$ cat src/rtl/core/qat_pkg.sv
package qat_pkg;

    typedef enum logic [3:0] {
        M_BETWEEN  = 4'd0,
        M_UNQ      = 4'd1,
        M_DQ       = 4'd2,
        M_DQ_ESC   = 4'd3,
        M_DQ_X0    = 4'd4,
        M_DQ_X1    = 4'd5,
        M_DQ_CLOSE = 4'd6,
        M_SQ       = 4'd7,
        M_SQ_BS    = 4'd8,
        M_SQ_CLOSE = 4'd9,
        M_DISCARD  = 4'd10
    } mode_t;

    typedef enum logic [1:0] {
        K_BYTE = 2'd0,
        K_END  = 2'd1,
        K_LINE = 2'd2,
        K_ERR  = 2'd3
    } kind_t;

    localparam int MAX_RESULTS = 4;

    localparam logic [7:0] CH_SPACE  = 8'h20;
    localparam logic [7:0] CH_TAB    = 8'h09;
    localparam logic [7:0] CH_LF     = 8'h0A;
    localparam logic [7:0] CH_VT     = 8'h0B;
    localparam logic [7:0] CH_FF     = 8'h0C;
    localparam logic [7:0] CH_CR     = 8'h0D;
    localparam logic [7:0] CH_BS     = 8'h08;
    localparam logic [7:0] CH_BEL    = 8'h07;
    localparam logic [7:0] CH_DQUOTE = 8'h22;
    localparam logic [7:0] CH_SQUOTE = 8'h27;
    localparam logic [7:0] CH_BSLASH = 8'h5C;
    localparam logic [7:0] CH_LOW_X  = 8'h78;
    localparam logic [7:0] CH_LOW_N  = 8'h6E;
    localparam logic [7:0] CH_LOW_R  = 8'h72;
    localparam logic [7:0] CH_LOW_T  = 8'h74;
    localparam logic [7:0] CH_LOW_B  = 8'h62;
    localparam logic [7:0] CH_LOW_A  = 8'h61;

    typedef struct packed {
        mode_t      mode;
        logic [7:0] held;
        logic [7:0] count;
    } scan_state_t;

    typedef struct packed {
        logic [7:0] out_char;
        kind_t      kind;
        logic [7:0] arg_count;
    } result_t;

    typedef struct packed {
        result_t [MAX_RESULTS-1:0] item;
        logic [2:0]                num;
    } group_t;

    function automatic logic is_blank(logic [7:0] c);
        return c inside {CH_SPACE, CH_TAB, CH_LF, CH_VT, CH_FF, CH_CR};
    endfunction

    function automatic logic is_sep(logic [7:0] c);
        return c inside {CH_SPACE, CH_TAB, CH_LF, CH_CR};
    endfunction

    function automatic logic is_hex(logic [7:0] c);
        return c inside {[8'h30:8'h39], [8'h61:8'h66], [8'h41:8'h46]};
    endfunction

    function automatic logic [3:0] hex_val(logic [7:0] c);
        return (c <= 8'h39) ? c[3:0] : 4'(c[3:0] + 4'd9);
    endfunction

    function automatic result_t mk_res(logic [7:0] ch, kind_t k, logic [7:0] cnt);
        result_t r;
        r.out_char  = (k == K_BYTE) ? ch : 8'd0;
        r.kind      = k;
        r.arg_count = (k == K_LINE) ? cnt : 8'd0;
        return r;
    endfunction

endpackage

$ cat src/rtl/core/qat_in_if.sv
interface qat_in_if;
    logic       valid;
    logic       ready;
    logic [7:0] in_char;
    logic       line_end;

    modport source (output valid, output in_char, output line_end, input ready);
    modport sink (input valid, input in_char, input line_end, output ready);
endinterface

$ cat src/rtl/core/qat_out_if.sv
interface qat_out_if;
    logic       valid;
    logic       ready;
    logic [7:0] out_char;
    logic [1:0] kind;
    logic [7:0] arg_count;
    logic       last;

    modport source (output valid, output out_char, output kind, output arg_count,
                    output last, input ready);
    modport sink (input valid, input out_char, input kind, input arg_count,
                  input last, output ready);
endinterface

$ cat src/rtl/core/qat_step.sv
module qat_step
    import qat_pkg::*;
#(
    parameter int MAX_ARGS = 255
)
(
    input  logic [7:0]  in_char,
    input  logic        line_end,
    input  scan_state_t state,
    output scan_state_t state_next,
    output group_t      grp
);

    localparam logic [7:0] CNT_CAP = 8'((MAX_ARGS < 255) ? MAX_ARGS : 255);

    always_comb
    begin
        logic [2:0]  n;
        logic [7:0]  c;
        logic [7:0]  e;
        logic        err;
        scan_state_t s;
        group_t      g;

        n   = 3'd0;
        c   = in_char;
        e   = in_char;
        err = 1'b0;
        s   = state;
        g   = '0;

        if (line_end)
        begin
            case (state.mode)
                M_UNQ, M_DQ_CLOSE, M_SQ_CLOSE:
                begin
                    g.item[n[1:0]] = mk_res(8'd0, K_END, 8'd0);
                    n = n + 3'd1;
                    if (s.count < CNT_CAP)
                        s.count = s.count + 8'd1;
                end
                M_DQ, M_SQ:
                    err = 1'b1;
                M_DQ_ESC, M_SQ_BS:
                begin
                    g.item[n[1:0]] = mk_res(CH_BSLASH, K_BYTE, 8'd0);
                    n = n + 3'd1;
                    err = 1'b1;
                end
                M_DQ_X0:
                begin
                    g.item[n[1:0]] = mk_res(CH_LOW_X, K_BYTE, 8'd0);
                    n = n + 3'd1;
                    err = 1'b1;
                end
                M_DQ_X1:
                begin
                    g.item[n[1:0]] = mk_res(CH_LOW_X, K_BYTE, 8'd0);
                    n = n + 3'd1;
                    g.item[n[1:0]] = mk_res(state.held, K_BYTE, 8'd0);
                    n = n + 3'd1;
                    err = 1'b1;
                end
                M_DISCARD:
                    s.count = 8'd0;
                default:
                    s.count = s.count;
            endcase
            if (err)
            begin
                g.item[n[1:0]] = mk_res(8'd0, K_ERR, 8'd0);
                n = n + 3'd1;
                s.count = 8'd0;
            end
            g.item[n[1:0]] = mk_res(8'd0, K_LINE, s.count);
            n = n + 3'd1;
            s.mode  = M_BETWEEN;
            s.held  = 8'd0;
            s.count = 8'd0;
        end
        else
        begin
            case (state.mode)
                M_UNQ:
                begin
                    if (is_sep(c))
                    begin
                        g.item[n[1:0]] = mk_res(8'd0, K_END, 8'd0);
                        n = n + 3'd1;
                        if (s.count < CNT_CAP)
                            s.count = s.count + 8'd1;
                        s.mode = M_BETWEEN;
                    end
                    else if (c == CH_DQUOTE)
                        s.mode = M_DQ;
                    else if (c == CH_SQUOTE)
                        s.mode = M_SQ;
                    else
                    begin
                        g.item[n[1:0]] = mk_res(c, K_BYTE, 8'd0);
                        n = n + 3'd1;
                    end
                end
                M_DQ_ESC:
                begin
                    if (c == CH_LOW_X)
                        s.mode = M_DQ_X0;
                    else
                    begin
                        if (c == CH_LOW_N)
                            e = CH_LF;
                        else if (c == CH_LOW_R)
                            e = CH_CR;
                        else if (c == CH_LOW_T)
                            e = CH_TAB;
                        else if (c == CH_LOW_B)
                            e = CH_BS;
                        else if (c == CH_LOW_A)
                            e = CH_BEL;
                        g.item[n[1:0]] = mk_res(e, K_BYTE, 8'd0);
                        n = n + 3'd1;
                        s.mode = M_DQ;
                    end
                end
                M_DQ, M_DQ_X0, M_DQ_X1:
                begin
                    if (state.mode == M_DQ_X0 && is_hex(c))
                    begin
                        s.held = c;
                        s.mode = M_DQ_X1;
                    end
                    else if (state.mode == M_DQ_X1 && is_hex(c))
                    begin
                        g.item[n[1:0]] = mk_res({hex_val(state.held), hex_val(c)},
                                                K_BYTE, 8'd0);
                        n = n + 3'd1;
                        s.mode = M_DQ;
                    end
                    else
                    begin
                        if (state.mode != M_DQ)
                        begin
                            g.item[n[1:0]] = mk_res(CH_LOW_X, K_BYTE, 8'd0);
                            n = n + 3'd1;
                        end
                        if (state.mode == M_DQ_X1)
                        begin
                            g.item[n[1:0]] = mk_res(state.held, K_BYTE, 8'd0);
                            n = n + 3'd1;
                        end
                        if (c == CH_BSLASH)
                            s.mode = M_DQ_ESC;
                        else if (c == CH_DQUOTE)
                            s.mode = M_DQ_CLOSE;
                        else
                        begin
                            g.item[n[1:0]] = mk_res(c, K_BYTE, 8'd0);
                            n = n + 3'd1;
                            s.mode = M_DQ;
                        end
                    end
                end
                M_DQ_CLOSE, M_SQ_CLOSE:
                begin
                    if (is_blank(c))
                    begin
                        g.item[n[1:0]] = mk_res(8'd0, K_END, 8'd0);
                        n = n + 3'd1;
                        if (s.count < CNT_CAP)
                            s.count = s.count + 8'd1;
                        s.mode = M_BETWEEN;
                    end
                    else
                    begin
                        g.item[n[1:0]] = mk_res(8'd0, K_ERR, 8'd0);
                        n = n + 3'd1;
                        s.mode = M_DISCARD;
                    end
                end
                M_SQ, M_SQ_BS:
                begin
                    if (state.mode == M_SQ_BS && c == CH_SQUOTE)
                    begin
                        g.item[n[1:0]] = mk_res(CH_SQUOTE, K_BYTE, 8'd0);
                        n = n + 3'd1;
                        s.mode = M_SQ;
                    end
                    else
                    begin
                        if (state.mode == M_SQ_BS)
                        begin
                            g.item[n[1:0]] = mk_res(CH_BSLASH, K_BYTE, 8'd0);
                            n = n + 3'd1;
                        end
                        if (c == CH_BSLASH)
                            s.mode = M_SQ_BS;
                        else if (c == CH_SQUOTE)
                            s.mode = M_SQ_CLOSE;
                        else
                        begin
                            g.item[n[1:0]] = mk_res(c, K_BYTE, 8'd0);
                            n = n + 3'd1;
                            s.mode = M_SQ;
                        end
                    end
                end
                M_DISCARD:
                    s.mode = M_DISCARD;
                default:
                begin
                    if (is_blank(c))
                        s.mode = M_BETWEEN;
                    else if (c == CH_DQUOTE)
                        s.mode = M_DQ;
                    else if (c == CH_SQUOTE)
                        s.mode = M_SQ;
                    else
                    begin
                        g.item[n[1:0]] = mk_res(c, K_BYTE, 8'd0);
                        n = n + 3'd1;
                        s.mode = M_UNQ;
                    end
                end
            endcase
        end

        g.num      = n;
        state_next = s;
        grp        = g;
    end

endmodule

$ cat src/rtl/core/qat_obuf.sv
module qat_obuf
    import qat_pkg::*;
(
    input  logic          clk,
    input  logic          rst_n,
    input  logic          load,
    input  group_t        grp,
    output logic          free,
    qat_out_if.source     tokens
);

    result_t [MAX_RESULTS-1:0] items_reg;
    logic [2:0]                num_reg;
    logic [2:0]                num_next;
    logic [1:0]                idx_reg;
    logic [1:0]                idx_next;
    logic                      at_last;
    result_t                   cur;

    assign cur     = items_reg[idx_reg];
    assign at_last = (3'({1'b0, idx_reg} + 3'd1) == num_reg);
    assign free    = (num_reg == 3'd0) || (tokens.ready && at_last);

    assign tokens.valid     = (num_reg != 3'd0);
    assign tokens.out_char  = cur.out_char;
    assign tokens.kind      = cur.kind;
    assign tokens.arg_count = cur.arg_count;
    assign tokens.last      = at_last;

    always_comb
    begin
        num_next = num_reg;
        idx_next = idx_reg;
        if (load)
        begin
            num_next = grp.num;
            idx_next = 2'd0;
        end
        else if (tokens.valid && tokens.ready)
        begin
            if (at_last)
            begin
                num_next = 3'd0;
                idx_next = 2'd0;
            end
            else
                idx_next = idx_reg + 2'd1;
        end
    end

    always_ff @(posedge clk or negedge rst_n)
    begin
        if (!rst_n)
        begin
            num_reg <= 3'd0;
            idx_reg <= 2'd0;
        end
        else
        begin
            num_reg <= num_next;
            idx_reg <= idx_next;
        end
    end

    always_ff @(posedge clk)
    begin
        if (load)
            items_reg <= grp.item;
    end

endmodule

$ cat src/rtl/core/quoted_argument_tokenizer.sv
// Channel  Dir  Payload                               Request
// bytes    in   in_char[7:0], line_end                one command-line byte or end of line
// tokens   out  out_char[7:0], kind[1:0],             one token byte, token end,
//               arg_count[7:0], last                  line end or error
//
// A byte request is registered and decoded combinationally; its 0..4 results
// load the result register, which drains one result per cycle unless tokens
// stalls. Requests are taken one per cycle while each gives at most one result
// and tokens does not stall; a request with more results holds the next one in
// the input register until its last result is taken. Reset empties both registers
// and clears the scan state; a tokens stall holds the input, back-pressuring bytes.
module quoted_argument_tokenizer
    import qat_pkg::*;
#(
    parameter int MAX_ARGS = 255
)
(
    input  logic      clk,
    input  logic      rst_n,
    qat_in_if.sink    bytes,
    qat_out_if.source tokens
);

    logic        in_valid_reg;
    logic [7:0]  in_char_reg;
    logic        in_end_reg;
    scan_state_t state_reg;
    scan_state_t state_next;
    group_t      grp;
    logic        grp_free;
    logic        advance;

    assign advance     = in_valid_reg && grp_free;
    assign bytes.ready = !in_valid_reg || advance;

    always_ff @(posedge clk or negedge rst_n)
    begin
        if (!rst_n)
        begin
            in_valid_reg <= 1'b0;
            state_reg    <= '{mode: M_BETWEEN, held: 8'd0, count: 8'd0};
        end
        else
        begin
            if (bytes.ready)
                in_valid_reg <= bytes.valid;
            if (advance)
                state_reg <= state_next;
        end
    end

    always_ff @(posedge clk)
    begin
        if (bytes.ready && bytes.valid)
        begin
            in_char_reg <= bytes.in_char;
            in_end_reg  <= bytes.line_end;
        end
    end

    qat_step #(
        .MAX_ARGS (MAX_ARGS)
    ) u_step (
        .in_char    (in_char_reg),
        .line_end   (in_end_reg),
        .state      (state_reg),
        .state_next (state_next),
        .grp        (grp)
    );

    qat_obuf u_obuf (
        .clk    (clk),
        .rst_n  (rst_n),
        .load   (advance && (grp.num != 3'd0)),
        .grp    (grp),
        .free   (grp_free),
        .tokens (tokens)
    );

endmodule
$ cat src/flat_wrapper.sv
// flat-port wrapper written by rule: the top's interface ports become plain ports
module quoted_argument_tokenizer_flat import qat_pkg::*;
#(
    parameter int MAX_ARGS = 255
)
  (clk, rst_n, bytes_valid, bytes_in_char, bytes_line_end, bytes_ready, tokens_valid, tokens_out_char, tokens_kind, tokens_arg_count, tokens_last, tokens_ready);
  qat_in_if bytes_i ();
  qat_out_if tokens_i ();
  input  logic clk;
  input  logic rst_n;
  input wire logic [$bits(bytes_i.valid)-1:0] bytes_valid;
  input wire logic [$bits(bytes_i.in_char)-1:0] bytes_in_char;
  input wire logic [$bits(bytes_i.line_end)-1:0] bytes_line_end;
  output wire logic [$bits(bytes_i.ready)-1:0] bytes_ready;
  output wire logic [$bits(tokens_i.valid)-1:0] tokens_valid;
  output wire logic [$bits(tokens_i.out_char)-1:0] tokens_out_char;
  output wire logic [$bits(tokens_i.kind)-1:0] tokens_kind;
  output wire logic [$bits(tokens_i.arg_count)-1:0] tokens_arg_count;
  output wire logic [$bits(tokens_i.last)-1:0] tokens_last;
  input wire logic [$bits(tokens_i.ready)-1:0] tokens_ready;
  assign bytes_i.valid = bytes_valid;
  assign bytes_i.in_char = bytes_in_char;
  assign bytes_i.line_end = bytes_line_end;
  assign bytes_ready = bytes_i.ready;
  assign tokens_valid = tokens_i.valid;
  assign tokens_out_char = tokens_i.out_char;
  assign tokens_kind = tokens_i.kind;
  assign tokens_arg_count = tokens_i.arg_count;
  assign tokens_last = tokens_i.last;
  assign tokens_i.ready = tokens_ready;
  quoted_argument_tokenizer #(.MAX_ARGS(MAX_ARGS)) u_core (.clk(clk), .rst_n(rst_n), .bytes(bytes_i), .tokens(tokens_i));
endmodule
$ cat config.mk
export PLATFORM = sky130hd
export DESIGN_NAME = quoted_argument_tokenizer_flat
export DESIGN_NICKNAME = d
export VERILOG_FILES = /design/src/rtl/core/qat_pkg.sv /design/src/rtl/core/qat_in_if.sv /design/src/rtl/core/qat_out_if.sv /design/src/rtl/core/qat_step.sv /design/src/rtl/core/qat_obuf.sv /design/src/rtl/core/quoted_argument_tokenizer.sv /design/src/flat_wrapper.sv
export SDC_FILE = /design/constraint.sdc
export NUM_CORES = 1
export LEC_CHECK = 0
export ABC_AREA = 0
export ABC_CLOCK_PERIOD_IN_PS = 8300
export BUFFER_PORTS_ARGS = -buffer_cell sky130_fd_sc_hd__buf_4
export CAP_MARGIN = 20
export CORE_MARGIN = 2
export CORE_UTILIZATION = 55
export CTS_CLUSTER_SIZE = 30
export DETAILED_ROUTE_END_ITERATION = 8
export GPL_TIMING_DRIVEN = 0
export HOLD_SLACK_MARGIN = 0.15
export PLACE_DENSITY = 0.73
export SYNTH_ARGS = -nofsm -noshare
export SYNTH_HDL_FRONTEND = slang
export SYNTH_SLANG_ARGS = --single-unit
$ cat constraint.sdc
create_clock -name clk -period 8.3 [get_ports clk]
set_input_delay 0.83 -clock clk [delete_from_list [all_inputs] [get_ports clk]]
set_output_delay 0.83 -clock clk [all_outputs]
set_load 0.01 [all_outputs]
-- Yosys cells after proc, flatten, opt, wreduce, memory -nomap -nowiden
Cells that the tools add are included.
- bits in registers: 107
- bits of input ports: 13
- output and inout port bits: 21
- $add $sub $neg: 10
- $lt $le $gt $ge: 19
- equality and inequality tests: 30
- multiplexer cells: 127
- bitwise logic cells: 3
- reductions and logical operators: 42
- operators with widths (operator ; count):
    2-to-1 mux 72 bit ; 13
    2-to-1 mux 18 bit ; 23
    bitwise mux 72 bit ; 4
    demux 18 bit (select 2 bit) ; 5
    2-to-1 mux 54 bit ; 2
    one-hot mux 18 bit (6 select lines) ; 1
    one-hot mux 54 bit (2 select lines) ; 1
    2-to-1 mux 3 bit ; 34
    2-to-1 mux 8 bit ; 12
    AND 32 x 64 -> 64 bit ; 1
    NOT 64 bit ; 1
    equality test 8 x 7 -> 1 bit (second input constant) ; 7
    one-hot mux 17 bit (3 select lines) ; 1
    2-to-1 mux 4 bit ; 12
    equality test 8 x 4 -> 1 bit (second input constant) ; 5
    binary-select mux 18 bit (select 2 bit) ; 1
    2-to-1 mux 17 bit ; 2
    one-hot mux 8 bit (2 select lines) ; 2
    equality test 8 x 6 -> 1 bit (second input constant) ; 3
    one-hot mux 4 bit (6 select lines) ; 1
    2-to-1 mux 20 bit ; 1
    < comparator 2 x 3 -> 1 bit (second input constant) ; 6
    one-hot mux 3 bit (6 select lines) ; 1
    equality test 4 x 3 -> 1 bit (second input constant) ; 4
    other kinds (37) ; 88

-- Logic depth before layout (Yosys ltp)
- depth after elaboration: 25
- mapped depth: 19
- mapped depth without buffers: 17

-- Hierarchy
A second synthesis with hierarchy kept.
- cells, all modules: 724
- area, all modules: 7387.1 um2
- by module, submodules not included (module ; times used ; cells each ; area each (um2)):
    qat_step ; 1 ; 545 ; 3363.2
    qat_obuf ; 1 ; 121 ; 2874.0
    quoted_argument_tokenizer ; 1 ; 58 ; 1149.9

-- Least setup slack after synthesis
Ideal clock, no wire load.
- path type: register to register
- from: register u_core.state_reg[19] (netlist bit)
- to: register u_core.u_obuf.items_reg[0] (netlist bit) (enable)
- library setup time: 0.449 ns
- arrival time: 4.902 ns
- setup slack: 2.949 ns
- stages on the path, launching flop included: 18
- period minus slack after synthesis: 5.351 ns
- cells stage by stage: dfrtp_1 > clkbuf_1 > clkbuf_1 > mux2i_1 > nor2_1 > or2_2 > inv_1 > ha_1 > and3b_1 > o21ai_0 > o311ai_0 > a21oi_1 > ha_1 > inv_1 > ha_1 > nand2_1 > and4bb_2 > o22ai_2
- cells in the longest elaborated chain, start to end: 21
- elaborated cells on any way between the ends: 55
- those cells by class: add/sub (5); eq/ne (11); mux (29); reduce/logical (10)
- RTL lines (what ; RTL line ; RTL):
    start, declared ; quoted_argument_tokenizer.sv:27 ; scan_state_t state_reg;
    start signal, assigned ; quoted_argument_tokenizer.sv:41 ; state_reg <= '{mode: M_BETWEEN, held: 8'd0, count: 8'd0};
    start signal, assigned ; quoted_argument_tokenizer.sv:48 ; state_reg <= state_next;
    != test 4 x 2 -> 1 bit ; qat_step.sv:141 ; if (state.mode != M_DQ)
    2-to-1 mux 1 bit ; qat_step.sv:141 ;
    2-to-1 mux 3 bit ; qat_step.sv:132 ; else if (state.mode == M_DQ_X1 && is_hex(c))
    2-to-1 mux 3 bit ; qat_step.sv:127 ; if (state.mode == M_DQ_X0 && is_hex(c))
    2-to-1 mux 3 bit ; qat_step.sv:83 ; case (state.mode)
    2-to-1 mux 3 bit ; qat_step.sv:32 ; if (line_end)
    adder 3 x 1 -> 3 bit ; qat_step.sv:149 ; n = n + 3'd1;
    2-to-1 mux 3 bit ; qat_step.sv:146 ; if (state.mode == M_DQ_X1)
    [... 5 more ...] ; - ;
    2-to-1 mux 3 bit ; qat_step.sv:153 ; else if (c == CH_DQUOTE)
    2-to-1 mux 3 bit ; qat_step.sv:151 ; if (c == CH_BSLASH)
    2-to-1 mux 3 bit ; qat_step.sv:132 ;
    2-to-1 mux 3 bit ; qat_step.sv:127 ;
    one-hot mux 3 bit (6 select lines) ; qat_step.sv:83 ;
    2-to-1 mux 3 bit * ; qat_step.sv:32 ;
    nonzero test 3 bit * ; quoted_argument_tokenizer.sv:74 ; .load (advance && (grp.num != 3'd0)),
    logical AND 1 bit * ; quoted_argument_tokenizer.sv:74 ;
    end signal, assigned ; qat_obuf.sv:68 ; items_reg <= grp.item;
    end, declared ; qat_obuf.sv:12 ; result_t [MAX_RESULTS-1:0] items_reg;
Mark *: on every way between the ends. The rest lies on a longest branch, timed or not. The select of a mux whose other input is x is not followed.
A chain may end at the register's enable or synchronous reset.

-- Final worst setup path
- from: register u_core.state_reg[17] (netlist bit)
- to: register u_core.u_obuf.items_reg[13] (netlist bit) (enable)
Same word-level chain as after synthesis.

==> impl_metrics.py <==
metrics = {
    "run_status": {
        "status": "completed",
    },
    "sta": {
        "timing.fmax_mhz": 194,
        "worst_slack_ns": 3.14,
        "hold_slack_ns": 0.392,
        "period_share": 0.621,
        "rsz0062_at_grt": "false",
        "tightest_slew_ns": 1.09,
        "finalSetupTns_ns": 0,
        "finalSetupViolCount": 0,
        "drv_slew": 0,
        "clock_skew_ns": 0.00669,
        "hold_viol": 0,
        "slew-limit-headroom": 0.269,
        "finalCriticalPeriod_ns": 5.16,
    },
    "worst_setup_path": {
        "worstPathRequired_ns": 8.36,
        "reg2reg_slack_ns": 3.14,
        "worst_setup_path_end_kind": "flop",
        "startpoint_type": "flop",
        "crit_type": "reg -> reg",
        "critical_path_arrival_ns": 5.21,
        "crit_fanout": 32,
    },
    "clocking": {
        "post_cts_resized": 0,
        "cts.htree.levels": 3,
        "post_cts_buffers": 0,
        "path_clk_slew_ns": 0.08,
        "cts_buffer_depth": 2,
        "cts_tree": "yes",
        "cts-buffers-inserted": 9,
        "clock_latency_ns": 0.36,
        "cts.sinks": 107,
        "hold_buffers": 0,
        "clock-root-buffer": "clkbuf_16",
    },
    "logic_synthesis": {
        "ys_seq_elements": 107,
        "synthTopCellsByArea": "edfxtp_1 36%, dfrtp_1 9.5%, mux4_2 5.9%",
        "async_flop_share": 0.243,
        "yosys.area.top_type": "edfxtp_1",
        "synth-seq-area-share": 0.450,
        "syn_inst": 680,
        "synth_area_per_cell_sq_um": 10.1,
        "synthDistinctLibCells": 85,
        "synth_top_area_frac": 0.355,
        "synth_edf_count": 81,
        "synth-main-ff-cell": "edfxtp_1",
        "syn-num-nets": 716,
        "synth.cell_area_sq_mm": 0.00685,
        "yosysWarnings": 0,
    },
    "finish": {
        "final_cells": 899,
        "post-route-util": 0.640,
        "finalInstanceArea_sq_mm": 0.00772,
        "drive_gt1_frac": 0.142,
        "largest_register_ffs": 72,
        "syn_to_final_growth_pct": 12.8,
        "nFillCells": 977,
        "num_antenna_cells": 0,
        "finalNetCount": 762,
    },
    "routing": {
        "ant_nets": 0,
        "wirelength_mm": 19.0,
        "first_pass_iters": 5,
        "via_count": 5812,
        "wl_per_cell_microns": 21.1,
        "drt-initial-drc-count": 677,
        "vias_per_cell": 6.46,
        "drcViolationCount": 0,
    },
    "place": {
        "dp_cells": 883,
        "io_buffers": 33,
        "gp_congestion": 0.932,
        "dp_hpwl_mm": 14.0,
        "pre_cts_ws_ns": 3.21,
        "placed_area_sq_mm": 0.00736,
    },
    "pwr": {
        "p_per_area_mw_per_mm2": 413,
        "ir_drop_mv": 0.179,
        "total_leakage_power_nw": 2.90,
        "fin_total_pwr_mw": 3.19,
    },
    "grt": {
        "grtUsageTotal": 0.297,
        "grt-ovfl-total": 0,
        "antenna_found_initial": 0,
        "grt_pass1_vias": 5500,
        "grt_pass1_wl_mm": 29.9,
        "grt_max_degree": 33,
    },
    "floorplanning": {
        "coreArea_sq_mm": 0.0121,
        "dieArea_sq_mm": 0.0134,
        "initial_core_util": 0.568,
        "die_w_microns": 116,
        "rows": 40,
        "ios": 34,
        "dieHeight_microns": 116,
    },
    "run": {
        "drv_cap": 0,
    },
    "min_path": {
        "hold_path.class": "in -> async",
    },
}
==> synthesized netlist by cell type, drive strengths merged (7+ instances only) <==
master and n:
dfrtp 26, nor2 87, buf 14, a31oi 10, nor3 14, and3 18
o211ai 10, a21oi 38, and2 9, nor3b 11, o21ai 38, nand2 62
mux4 18, ha 23, inv 22, clkbuf 25, nor4 8, nand3 21
edfxtp 81, o31ai 7, nand2b 11
==> where the power goes <==
group | internal, mW | switching, mW
Clock | 0.301 | 0.207
Combinational | 0.626 | 1.01
Sequential | 0.937 | 0.109
==> layout by cell type, fill, tap and decap left out, types with 7 or more instances in the layout <==
cell       Yosys  final
nor2_1        85     85
clkbuf_16      0      9
o21ai_0       36     36
nor3_1        14     14
edfxtp_1      81     81
inv_1         22     22
and3_1        18     18
buf_2          9      9
a21oi_1       36     36
nor4_1         7      7
nand3_1       20     20
buf_4          0     33
nor3b_1       10     10
nand2b_1      11     11
mux4_2        18     18
a31oi_1       10     10
o211ai_1      10     10
dfrtp_1       26     26
ha_1          23     23
clkbuf_1      25     25
and2_1         8      8
nand2_1       62     62
==> per-layer routing <==
layer	routed length [microns]	GRT usage
met4	471	0.104
met3	1730	0.0711
met1	8280	0.431
met5	0	0
met2	8520	0.436
==> kinds of logic (layout without fill, tap and decap cells) <==
kind of cell	count (synthesis)	after routing	synth area share
AOI/OAI and AO/OA	180	180	0.184
xor gates and xnor gates	6	6	0.00768
adders and majority gates	23	23	0.0420
buffers and inverters	63	114	0.0362
DFF	107	107	0.450
muxes	28	28	0.0764
and+or+nand+nor	273	273	0.204
==> path summary, 6_finish.rpt <==
path                                          endpoint  cells after the start                  from
max in group asynchronous     u_core.u_obuf.idx_reg[0]                      1                 rst_n
min in group clk                   u_core.in_valid_reg                      2   u_core.in_valid_reg
max reg2reg                u_core.u_obuf.items_reg[13]                     16  u_core.state_reg[17]
max                        u_core.u_obuf.items_reg[13]                     16  u_core.state_reg[17]
min                                u_core.state_reg[9]                      1                 rst_n
min reg2reg                        u_core.in_valid_reg                      2   u_core.in_valid_reg
==> critical path, stage by stage (launching register included) <==
cell      delay [ns]
dfrtp_1         0.38
buf_2           0.17
nand2b_1        0.21
nor2_1          0.62
inv_1           0.33
ha_1            0.36
and3b_1         0.19
o21ai_0         0.12
o311ai_0        0.14
a21oi_1         0.36
inv_1           0.14
ha_1            0.31
nor2_1          0.11
a41o_1          0.15
and4bb_2        0.26
o22ai_4         0.68
buf_12          0.29
==> final cells by class <==
cell class                 instances  area, sq um  share of cell area
sequential                       107         3080               0.399
clock buffer                       9          225              0.0292
clock inverter                     7          135              0.0175
tap                              168          210              0.0272
buffer                            39          158              0.0204
inverter                          24         90.1              0.0117
timing repair buffer              35          295              0.0382
multi-input combinational        510         3520               0.456
No activity file was read; power rests on OpenSTA's default activity.
